`src/rtl/cps_pkg.sv`:
```
`default_nettype none

package cps_pkg;

    // Field widths fixed by the item format.
    localparam int COORD_BITS = 8;
    localparam int OCC_BITS   = 7;

    typedef enum logic [1:0] {
        CMD_PUSH  = 2'd0,
        CMD_POP   = 2'd1,
        CMD_TOP   = 2'd2,
        CMD_CHECK = 2'd3
    } t_cmd;

    typedef enum logic [1:0] {
        STAT_OK    = 2'd0,
        STAT_EMPTY = 2'd1,
        STAT_FULL  = 2'd2
    } t_status;

    typedef enum logic [1:0] {
        ST_IDLE,
        ST_READ,
        ST_SCAN,
        ST_FINISH
    } t_state;

    typedef struct packed {
        logic [COORD_BITS-1:0] x;
        logic [COORD_BITS-1:0] y;
    } t_pair;

    typedef struct packed {
        t_cmd                  command;
        logic [COORD_BITS-1:0] coord_x;
        logic [COORD_BITS-1:0] coord_y;
    } t_in_item;

    typedef struct packed {
        logic [COORD_BITS-1:0] out_x;
        logic [COORD_BITS-1:0] out_y;
        logic                  not_on_stack;
        t_status               status;
        logic [OCC_BITS-1:0]   occupancy;
    } t_out_item;

    // Controls from the sequencer to the entry store.
    typedef struct packed {
        logic  wr_en;
        logic  rd_en;
        t_pair wr_data;
        t_pair key;
    } t_mem_ctl;

endpackage

`default_nettype wire

```
`src/rtl/coordinate_path_stack.sv`:
```
`default_nettype none

// Channel   Direction  Handshake                 Payload
// input     in         i_in_valid / o_in_ready   i_in_item  (command, coord_x, coord_y)
// output    out        o_out_valid / i_out_ready o_out_item (out_x, out_y, not_on_stack,
//                                                            status, occupancy)
//
// Push, and any command that fails or checks an empty stack, goes from transfer to
// FINISH and then frees the input slot; pop and read top pass through READ first,
// because the entry memory has a registered read port. Check reads one stored entry
// per cycle through the single compare unit until a match or the top entry.
// Reset is synchronous, active low, and empties the stack; the entries are not cleared.
// A result waits in the output register; the next item is taken meanwhile, and only
// its own result stalls until the register is free.

module coordinate_path_stack #(
    parameter int STACK_DEPTH = 64
) (
    input  wire logic               i_clk,
    input  wire logic               i_rst_n,
    input  wire logic               i_in_valid,
    output logic                    o_in_ready,
    input  wire cps_pkg::t_in_item  i_in_item,
    output logic                    o_out_valid,
    input  wire logic               i_out_ready,
    output cps_pkg::t_out_item      o_out_item
);

    localparam int ADDR_BITS = (STACK_DEPTH > 1) ? $clog2(STACK_DEPTH) : 1;
    localparam int CNT_BITS  = $clog2(STACK_DEPTH + 1);

    cps_pkg::t_mem_ctl    mem_ctl;
    logic [ADDR_BITS-1:0] wr_addr;
    logic [ADDR_BITS-1:0] rd_addr;
    cps_pkg::t_pair       rd_data;
    logic                 match;

    // Sequencer with fill count and output register.
    cps_ctrl #(
        .STACK_DEPTH (STACK_DEPTH),
        .ADDR_BITS   (ADDR_BITS),
        .CNT_BITS    (CNT_BITS)
    ) u_ctrl (
        .i_clk       (i_clk),
        .i_rst_n     (i_rst_n),
        .i_in_valid  (i_in_valid),
        .o_in_ready  (o_in_ready),
        .i_in_item   (i_in_item),
        .o_out_valid (o_out_valid),
        .i_out_ready (i_out_ready),
        .o_out_item  (o_out_item),
        .o_ctl       (mem_ctl),
        .o_wr_addr   (wr_addr),
        .o_rd_addr   (rd_addr),
        .i_rd_data   (rd_data),
        .i_match     (match)
    );

    // Entry memory and compare unit.
    cps_store #(
        .STACK_DEPTH (STACK_DEPTH),
        .ADDR_BITS   (ADDR_BITS)
    ) u_store (
        .i_clk     (i_clk),
        .i_ctl     (mem_ctl),
        .i_wr_addr (wr_addr),
        .i_rd_addr (rd_addr),
        .o_rd_data (rd_data),
        .o_match   (match)
    );

    // The store is never written and read in the same cycle.
    assert property (@(posedge i_clk) disable iff (!i_rst_n)
        !(mem_ctl.wr_en && mem_ctl.rd_en))
        else $error("entry store written and read together");

    // A refused push reports a full stack.
    assert property (@(posedge i_clk) disable iff (!i_rst_n)
        o_out_valid && (o_out_item.status == cps_pkg::STAT_FULL) |->
        o_out_item.occupancy == cps_pkg::OCC_BITS'(STACK_DEPTH))
        else $error("full status with wrong occupancy");

    // An empty status carries no coordinates and no entries.
    assert property (@(posedge i_clk) disable iff (!i_rst_n)
        o_out_valid && (o_out_item.status == cps_pkg::STAT_EMPTY) |->
        (o_out_item.occupancy == '0) && (o_out_item.out_x == '0) &&
        (o_out_item.out_y == '0))
        else $error("empty status with stale data");

    // Absence is only reported with an ok status.
    assert property (@(posedge i_clk) disable iff (!i_rst_n)
        o_out_valid && o_out_item.not_on_stack |->
        o_out_item.status == cps_pkg::STAT_OK)
        else $error("absent flag with error status");

endmodule

`default_nettype wire

```
`src/rtl/cps_store.sv`:
```
`default_nettype none

module cps_store #(
    parameter int STACK_DEPTH = 64,
    parameter int ADDR_BITS   = 6
) (
    input  wire logic                 i_clk,
    input  wire cps_pkg::t_mem_ctl    i_ctl,
    input  wire logic [ADDR_BITS-1:0] i_wr_addr,
    input  wire logic [ADDR_BITS-1:0] i_rd_addr,
    output cps_pkg::t_pair            o_rd_data,
    output logic                      o_match
);

    // Entry memory: one write port and one registered read port.
    cps_pkg::t_pair r_mem [STACK_DEPTH];
    cps_pkg::t_pair r_rd_data;

    always_ff @(posedge i_clk) begin
        if (i_ctl.wr_en) begin
            r_mem[i_wr_addr] <= i_ctl.wr_data;
        end
        if (i_ctl.rd_en) begin
            r_rd_data <= r_mem[i_rd_addr];
        end
    end

    // Shared compare unit: the entry just read against the search key.
    assign o_rd_data = r_rd_data;
    assign o_match   = (r_rd_data == i_ctl.key);

endmodule

`default_nettype wire

```
`src/rtl/cps_ctrl.sv`:
```
`default_nettype none

module cps_ctrl #(
    parameter int STACK_DEPTH = 64,
    parameter int ADDR_BITS   = 6,
    parameter int CNT_BITS    = 7
) (
    input  wire logic                 i_clk,
    input  wire logic                 i_rst_n,
    input  wire logic                 i_in_valid,
    output logic                      o_in_ready,
    input  wire cps_pkg::t_in_item    i_in_item,
    output logic                      o_out_valid,
    input  wire logic                 i_out_ready,
    output cps_pkg::t_out_item        o_out_item,
    output cps_pkg::t_mem_ctl         o_ctl,
    output logic [ADDR_BITS-1:0]      o_wr_addr,
    output logic [ADDR_BITS-1:0]      o_rd_addr,
    input  wire cps_pkg::t_pair       i_rd_data,
    input  wire logic                 i_match
);

    localparam logic [CNT_BITS-1:0] DEPTH_CNT = CNT_BITS'(STACK_DEPTH);

    cps_pkg::t_state    r_state, n_state;
    logic [CNT_BITS-1:0] r_fill, n_fill;
    logic [ADDR_BITS-1:0] r_idx, n_idx;
    cps_pkg::t_cmd      r_cmd, n_cmd;
    cps_pkg::t_pair     r_key, n_key;
    cps_pkg::t_out_item r_res, n_res;
    logic               r_out_valid, n_out_valid;
    cps_pkg::t_out_item r_out_item, n_out_item;
    logic [CNT_BITS-1:0] idx_next;

    // Control state.
    always_ff @(posedge i_clk) begin
        if (!i_rst_n) begin
            r_state     <= cps_pkg::ST_IDLE;
            r_fill      <= '0;
            r_out_valid <= 1'b0;
        end else begin
            r_state     <= n_state;
            r_fill      <= n_fill;
            r_out_valid <= n_out_valid;
        end
    end

    // Payload and scan registers.
    always_ff @(posedge i_clk) begin
        r_idx      <= n_idx;
        r_cmd      <= n_cmd;
        r_key      <= n_key;
        r_res      <= n_res;
        r_out_item <= n_out_item;
    end

    assign idx_next = CNT_BITS'(r_idx) + CNT_BITS'(1);

    // Sequencer: next state, memory controls and result assembly.
    always_comb begin
        n_state     = r_state;
        n_fill      = r_fill;
        n_idx       = r_idx;
        n_cmd       = r_cmd;
        n_key       = r_key;
        n_res       = r_res;
        n_out_valid = r_out_valid;
        n_out_item  = r_out_item;
        o_ctl         = '0;
        o_ctl.key     = r_key;
        o_ctl.wr_data = cps_pkg::t_pair'({i_in_item.coord_x, i_in_item.coord_y});
        o_wr_addr   = ADDR_BITS'(r_fill);
        o_rd_addr   = ADDR_BITS'(idx_next);

        // The output register empties when its transfer completes.
        if (r_out_valid && i_out_ready) begin
            n_out_valid = 1'b0;
        end

        unique case (r_state)
            cps_pkg::ST_IDLE: begin
                if (i_in_valid) begin
                    n_cmd = i_in_item.command;
                    n_key = cps_pkg::t_pair'({i_in_item.coord_x, i_in_item.coord_y});
                    n_res = '0;
                    n_res.status    = cps_pkg::STAT_OK;
                    n_res.occupancy = cps_pkg::OCC_BITS'(r_fill);
                    n_state = cps_pkg::ST_FINISH;
                    unique case (i_in_item.command)
                        cps_pkg::CMD_PUSH: begin
                            if (r_fill == DEPTH_CNT) begin
                                n_res.status = cps_pkg::STAT_FULL;
                            end else begin
                                o_ctl.wr_en     = 1'b1;
                                n_fill          = r_fill + CNT_BITS'(1);
                                n_res.occupancy = cps_pkg::OCC_BITS'(n_fill);
                            end
                        end
                        cps_pkg::CMD_POP, cps_pkg::CMD_TOP: begin
                            if (r_fill == '0) begin
                                n_res.status = cps_pkg::STAT_EMPTY;
                            end else begin
                                o_ctl.rd_en = 1'b1;
                                o_rd_addr   = ADDR_BITS'(r_fill - CNT_BITS'(1));
                                n_state     = cps_pkg::ST_READ;
                            end
                        end
                        cps_pkg::CMD_CHECK: begin
                            if (r_fill == '0) begin
                                n_res.not_on_stack = 1'b1;
                            end else begin
                                o_ctl.rd_en = 1'b1;
                                o_rd_addr   = '0;
                                n_idx       = '0;
                                n_state     = cps_pkg::ST_SCAN;
                            end
                        end
                        default: begin
                            n_state = cps_pkg::ST_FINISH;
                        end
                    endcase
                end
            end
            cps_pkg::ST_READ: begin
                // Top entry has arrived from the store.
                n_res.out_x = i_rd_data.x;
                n_res.out_y = i_rd_data.y;
                if (r_cmd == cps_pkg::CMD_POP) begin
                    n_fill          = r_fill - CNT_BITS'(1);
                    n_res.occupancy = cps_pkg::OCC_BITS'(n_fill);
                end
                n_state = cps_pkg::ST_FINISH;
            end
            cps_pkg::ST_SCAN: begin
                // One stored entry compared per cycle, bottom to top.
                if (i_match) begin
                    n_res.not_on_stack = 1'b0;
                    n_state            = cps_pkg::ST_FINISH;
                end else if (idx_next == r_fill) begin
                    n_res.not_on_stack = 1'b1;
                    n_state            = cps_pkg::ST_FINISH;
                end else begin
                    o_ctl.rd_en = 1'b1;
                    n_idx       = ADDR_BITS'(idx_next);
                end
            end
            cps_pkg::ST_FINISH: begin
                if (!r_out_valid || i_out_ready) begin
                    n_out_item  = r_res;
                    n_out_valid = 1'b1;
                    n_state     = cps_pkg::ST_IDLE;
                end
            end
            default: begin
                n_state = cps_pkg::ST_IDLE;
            end
        endcase
    end

    assign o_in_ready  = (r_state == cps_pkg::ST_IDLE);
    assign o_out_valid = r_out_valid;
    assign o_out_item  = r_out_item;

endmodule

`default_nettype wire
```
`config.mk`:
```
export PLATFORM = sky130hd
export DESIGN_NAME = coordinate_path_stack
export DESIGN_NICKNAME = d
export VERILOG_FILES = /design/src/rtl/cps_pkg.sv /design/src/rtl/coordinate_path_stack.sv /design/src/rtl/cps_store.sv /design/src/rtl/cps_ctrl.sv
export SDC_FILE = /design/constraint.sdc
export NUM_CORES = 1
export LEC_CHECK = 0
export ABC_AREA = 1
export ABC_CLOCK_PERIOD_IN_PS = 4080
export BUFFER_PORTS_ARGS = -buffer_cell sky130_fd_sc_hd__buf_4
export CORE_MARGIN = 2
export CORE_UTILIZATION = 46
export CTS_BUF_LIST = sky130_fd_sc_hd__clkbuf_4 sky130_fd_sc_hd__clkbuf_8 sky130_fd_sc_hd__clkbuf_16
export DETAILED_ROUTE_END_ITERATION = 12
export PLACE_DENSITY = 0.59
export SLEW_MARGIN = 10
export SYNTH_ARGS = -nofsm -noshare
export SYNTH_HDL_FRONTEND = slang
export SYNTH_SLANG_ARGS = --single-unit
```
`constraint.sdc`:
```
create_clock -name i_clk -period 4.08 [get_ports i_clk]
set_clock_uncertainty 0.05 [all_clocks]
set_input_delay 0.612 -clock i_clk [delete_from_list [all_inputs] [get_ports i_clk]]
set_output_delay 0.612 -clock i_clk [all_outputs]
set_load 0.005 [all_outputs]
```
Word level (Yosys, flattened, before mapping)
Memories as Yosys holds them, arrays and structs flattened. A register that Yosys moved wholly into a read port is not among the register bits.
Index checks and enable logic that the tools add are counted.

storage, ports and cells
  bits in registers = 86
  bits in writable memories = 1024
  input bits = 22
  output and inout port bits = 28
  word-level logic and storage cells = 105
  memories kept = 1

memories
  name           depth  bits a word  read ports  clocked after Yosys merged registers in  write ports  RTL line         text
  u_store.r_mem  64     16           1           1                                        1            cps_store.sv:16  cps_pkg::t_pair r_mem [STACK_DEPTH];

cells by class
  add/sub/neg operators = 3
  eq/ne operators = 18
  mux-type cells = 49
  reduce and logical (&&, ||, !) cells = 17

operator list
  cell                                                    number
  two-way mux 6 bit                                       9
  one-hot mux 16 bit (2 select lines)                     1
  two-way mux 7 bit                                       4
  one-hot mux 7 bit (2 select lines)                      2
  two-way mux 26 bit                                      1
  one-hot mux 6 bit (2 select lines)                      2
  two-way mux 1 bit                                       18
  == test 16 bit                                          1
  two-way mux 2 bit                                       7
  AND reduction 3 bit                                     3
  == test 2 bit (second input constant)                   4
  inequality test 2 bit (second input constant)           4
  one-hot mux 2 bit (2 select lines)                      2
  one-hot mux 2 bit (4 select lines)                      1
  adder 6 x 1 -> 7 bit (second input constant)            1
  adder 7 x 1 -> 7 bit (second input constant)            1
  == test 7 bit                                           1
  == test 7 bit (second input constant)                   1
  zero test 7 bit                                         1
  subtractor 7 x 1 -> 7 bit (second input constant)       1
  == test 2 x 1 -> 1 bit (second input constant)          3
  inequality test 2 x 1 -> 1 bit (second input constant)  3
  AND reduction 2 bit                                     3
  AND reduction 6 bit                                     1
  other kinds (9)                                         12

Depth between registers and ports, before layout
  depth after elaboration = 7
  gate-level depth with buffers = 21
  depth with buffers taken out = 17

Cells and area by module
A second synthesis with hierarchy kept.

second synthesis, totals
  cells, all modules = 3920
  area total of the unflattened synthesis = 46489.6 um^2

by module, submodules not included
  module     instances  cells an instance  area an instance (um^2)  sequential area each (um^2)
  cps_store  1          3544               42459.5                  31230.0
  cps_ctrl   1          376                4030.1                   2482.4

Least setup slack after synthesis
OpenSTA, ideal clock, no wires.

  path type = register to register
  start point = register u_ctrl.r_fill[0]
  end point = memory u_store.r_mem[23][0] (netlist name), enable pin
  library setup time = 0.430 ns
  data arrival time = 3.115 ns
  data required time = 3.600 ns
  path slack = 0.484 ns
  cell stages (with the launch flop) = 13
  path buffers = 1
  clock period less this slack = 3.596 ns
  cell sequence = dfxtp_1 -> buf_2 -> inv_2 -> ha_1 -> nand2_2 -> nor2_1 -> inv_1 -> nor2_1 -> inv_1 -> nand2_1 -> nor2_1 -> nand2_1 -> nor4_1

between the ends
  longest elaborated chain between the ends = 7

RTL lines
  what                                     RTL line         text
  start, declared                          cps_ctrl.sv:26   logic [CNT_BITS-1:0] r_fill, n_fill;
  start signal, assigned                   cps_ctrl.sv:43   r_fill <= n_fill;
  == test 7 bit                            cps_ctrl.sv:91   if (r_fill == DEPTH_CNT) begin
  two-way mux 1 bit                        cps_ctrl.sv:91
  two-way mux 1 bit                        cps_ctrl.sv:89   unique case (i_in_item.command)
  two-way mux 2 bit                        cps_ctrl.sv:82   if (i_in_valid) begin
  two-way mux 1 bit                        cps_ctrl.sv:80   unique case (r_state)
  two-way mux 1 bit                        cps_store.sv:20  if (i_ctl.wr_en) begin
  two-way mux 1 bit (not written as such)  cps_store.sv:21  r_mem[i_wr_addr] <= i_ctl.wr_data;
  end, declared                            cps_store.sv:16

Parallel ways exist; a longest one is shown, timed or not.

Worst setup path in the final report
  start point = register u_ctrl.r_state[0]
  end point = register, netlist name u_store.o_rd_data[9]

between the ends
  longest elaborated chain between the ends = 2
  elaborated cells between the ends (all ways) = 4
  classes of those cells = eq/ne (1); mux (2); reduce/logical (1)

RTL lines
  what                                                                     RTL line        text
  start, declared                                                          cps_ctrl.sv:25  cps_pkg::t_state r_state, n_state;
  start signal, assigned                                                   cps_ctrl.sv:38  r_state <= cps_pkg::ST_IDLE;
  start signal, assigned                                                   cps_ctrl.sv:42  r_state <= n_state;
  == test 2 bit or zero test 2 bit (tied branches)                         cps_ctrl.sv:80
  one-hot mux 1 bit (2 select lines) or two-way mux 6 bit (tied branches)  cps_ctrl.sv:80

Parallel ways exist; a longest one is shown, timed or not.
A chain may end at the register's enable or synchronous reset.

==> impl_metrics.env <==
export IMPL_finalSetupTns_ns=0
export IMPL_synth_common_cells="nand2_1 (1483), edfxtp_1 (1116), nand3_1 (992)"
export IMPL_wl_per_cell_um=23.9
export IMPL_ys_seq_area_share_pct=70.3
export IMPL_synth_compound_area_share_pct=1.15
export IMPL_drive_above_1_share_pct=9.74
export IMPL_end_kind="flop"
export IMPL_startpoint_type="flop"
export IMPL_power_density_mw_per_mm2=865
export IMPL_cts_resized=0
export IMPL_reg2regPathDepth=16
export IMPL_nFillCells=8912
export IMPL_via_count=32800
export IMPL_yosysWarnings=0
export IMPL_layout_nets=4388
export IMPL_synth_distinct_cells=36
export IMPL_ys_ff_latch=1126
export IMPL_ys_async_sr_fraction_pct=0
export IMPL_cp_arrival_ns=4.28
export IMPL_num_antenna_cells=0
export IMPL_synth_top_family_by_area="simple AND/OR/NAND/NOR gates"
export IMPL_wl_mm=140
export IMPL_initial_utilization_pct=46.3
export IMPL_ys_top_cells_by_area="edfxtp_1 (70%), nand2_1 (12%), nand3_1 (10%)"
export IMPL_rsz0062_at_grt="false"
export IMPL_finalHoldViolCount=0
export IMPL_cp_slowest_stage_delay_ns=0.39
export IMPL_avgSynthCellArea_um2=11.1
export IMPL_dp_slack_ns=0.214
export IMPL_dp_hpwl_mm=77.7
export IMPL_multi_input_area_mm2=0.0123
export IMPL_vdd_ir_drop_max_mv=0.783
export IMPL_yosys_area_share_simple_pct=23.5
export IMPL_drc=0
export IMPL_min_path_type="in -> reg"
export IMPL_crit_chain="inv_1, ha_1, nand2_1, inv_2, nand3_2, nand2_8, buf_12, buf_4, nand3_1, nand2_1, nand2_1, nand3_1, nand3_1, nand3_1, nand3_1, nand2_1"
export IMPL_root_buffer="clkbuf_16"
export IMPL_clock_latency_ns=0.72
export IMPL_synth_xor_area_share_pct=0.511
export IMPL_period_share_pct=91.9
export IMPL_die_h_um=327
export IMPL_synth_top_area_share_pct=69.9
export IMPL_h_tree_depth=3
export IMPL_maxSlewViolCount=0
export IMPL_synthFlopType="edfxtp_1"
export IMPL_drtPass1Iterations=5
export IMPL_holdBufCountCts=0
export IMPL_grt_pass1_wl_mm=206
export IMPL_rows=118
export IMPL_crit_family="simple AND/OR/NAND/NOR gates"
export IMPL_syn_to_final_growth_pct=13.3
export IMPL_synthAdderAreaFrac_pct=0.261
export IMPL_yosysMostFrequentCell="nand2_1"
export IMPL_seq_area_mm2=0.0337
export IMPL_finalSetupViolCount=0
export IMPL_synth_edff_count=1116
export IMPL_maxCapViolations=0
export IMPL_crit_cells=16
export IMPL_cpMostUsedCell="nand3_1"
export IMPL_numCtsBuffers=117
export IMPL_antenna_found_initial=1
export IMPL_min_period_ns=3.75
export IMPL_crit_path_top_delay_cell="buf_4"
export IMPL_vias_per_cell=5.62
export IMPL_clk_pin_slew_ns=0.06
export IMPL_final_antenna_net_count=0
export IMPL_gr_total_overflow=0
export IMPL_cts_tree="built"
export IMPL_syn_nets=4350
export IMPL_syn_cell_area_mm2=0.0479
export IMPL_die_w_um=327
export IMPL_tightest_slew_ns=1.05
export IMPL_critPathRequiredTime_ns=4.61
export IMPL_core_area_mm2=0.103
export IMPL_critPathBufInv=4
export IMPL_synth_top_area_cell="edfxtp_1"
export IMPL_portBuffers=49
export IMPL_die_area_mm2=0.107
export IMPL_p_leak_nw=20.9
export IMPL_cts_max_path_buffers=3
export IMPL_cts_setup_buffers=0
export IMPL_grt_total_usage_pct=25.9
export IMPL_path_max_fanout=55
export IMPL_drtIter0Drc=3967
export IMPL_grt_pass1_vias=30800
export IMPL_holdPathStages=1
export IMPL_grt_max_degree=95
export IMPL_whs_ns=0.0791
export IMPL_cts_sinks=1126
export IMPL_outcome="complete, no violations"
export IMPL_relSlewSlack_pct=29.9
export IMPL_netlist_instances=4318
export IMPL_crit_type="reg -> reg"
export IMPL_synth_mux_area_share_pct=0
export IMPL_fmax_mhz=267
export IMPL_worst_slack_ns=0.331
export IMPL_globalplace_congestion=0.887
export IMPL_ios=50
## state kept, by name, summed over array words and instances (netlist names)
name and count:
u_ctrl.r_cmd 2, u_ctrl.r_fill 7, u_ctrl.o_out_valid 1, u_store.o_rd_data 16
u_ctrl.o_ctl 16, u_store.r_mem 1024, u_ctrl.r_res 26, u_ctrl.r_idx 6
u_ctrl.o_out_item 26, u_ctrl.r_state 2
## metrics by stage
stage	instance area, um^2	std cells	utilization [%]	power [mW]
3_5_place_dp	50200	5617	48.5	35.7
5_1_grt	54300	5835	52.5	49.4
3_3_place_gp	50200	5617	48.5	35.6
6_report	54300	5835	52.5	47.0
4_1_cts	54300	5835	52.5	46.9
2_1_floorplan	47900	4318	-	27.3
## routing by layer
layer	GRT usage (%)	part of all wire (%)	up-vias
li1	-	-	15100
met4	9.58	3.9	0
met2	39.7	46	1460
met5	0	0	-
met3	4.13	8.1	246
met1	37.6	43	16000
## cell families (layout without fill, tap and decap cells)
| group | after synthesis | count (layout) |
|---|---|---|
| buf+inv | 443 | 580 |
| flops | 1126 | 1126 |
| xor+xnor | 28 | 28 |
| compound gates | 87 | 87 |
| fa+ha+maj | 10 | 10 |
| simple gates | 2624 | 2624 |
## worst paths after layout
path | slack (ns) | start | to
worst max-delay path | 0.33 | u_ctrl.r_state[0] | u_store.o_rd_data[9]
worst min-delay path | 0.08 | i_in_item[17] | u_ctrl.r_cmd[1]
worst max register to register | 0.33 | u_ctrl.r_state[0] | u_store.o_rd_data[9]
worst min register to register | 0.37 | u_ctrl.r_res[10] | u_ctrl.o_out_item[10]
## cells in the final DEF, fill, tap and decap left out, types with 3 or more instances in the layout
master	count
nand2_2	4
or2_2	4
o21ai_1	4
dfxtp_1	10
o211ai_1	35
ha_1	10
nand3b_1	16
inv_1	147
o21ai_0	22
bufinv_16	19
clkinv_1	24
inv_4	3
clkinvlp_4	4
buf_12	30
nor3_2	3
inv_2	6
buf_4	171
nand2_8	3
clkbuf_4	26
nor3_1	8
nor4_2	3
o22ai_1	3
edfxtp_1	1116
clkinv_2	21
xnor2_1	14
clkbuf_16	117
nand2_1	1482
nand4_1	10
a21oi_1	13
nand3_1	992
xor2_1	14
inv_16	4
nor2_1	92
o31ai_1	5
## report_power, final
group / leakage [nW] / total, mW / internal [mW] / switching (mW)
clock network: 2.02 / 11.2 / 6.68 / 4.56
logic: 8.68 / 21.9 / 5.97 / 16.0
registers: 10.2 / 13.8 / 13.4 / 0.401
## area by class of cell
type / count / share of cell area (%)
clock inverter: 74 / 1.73
timing repair buffer: 201 / 3.47
clock buffer: 144 / 5.78
sequential: 1126 / 62.1
multi-input combinational: 2749 / 22.6
inverter: 161 / 1.16
tap: 1380 / 3.18
## worst register-to-register path, delay by kind of cell (launching register included)
| family | cells | cell delay (ns) |
|---|---|---|
| adder cells (fa/ha/maj) | 1 | 0.36 |
| flip-flops | 1 | 0.35 |
| AND/OR/NAND/NOR | 11 | 1.91 |
| buffers and inverters | 4 | 0.95 |
(Power assumes the default switching activity.)
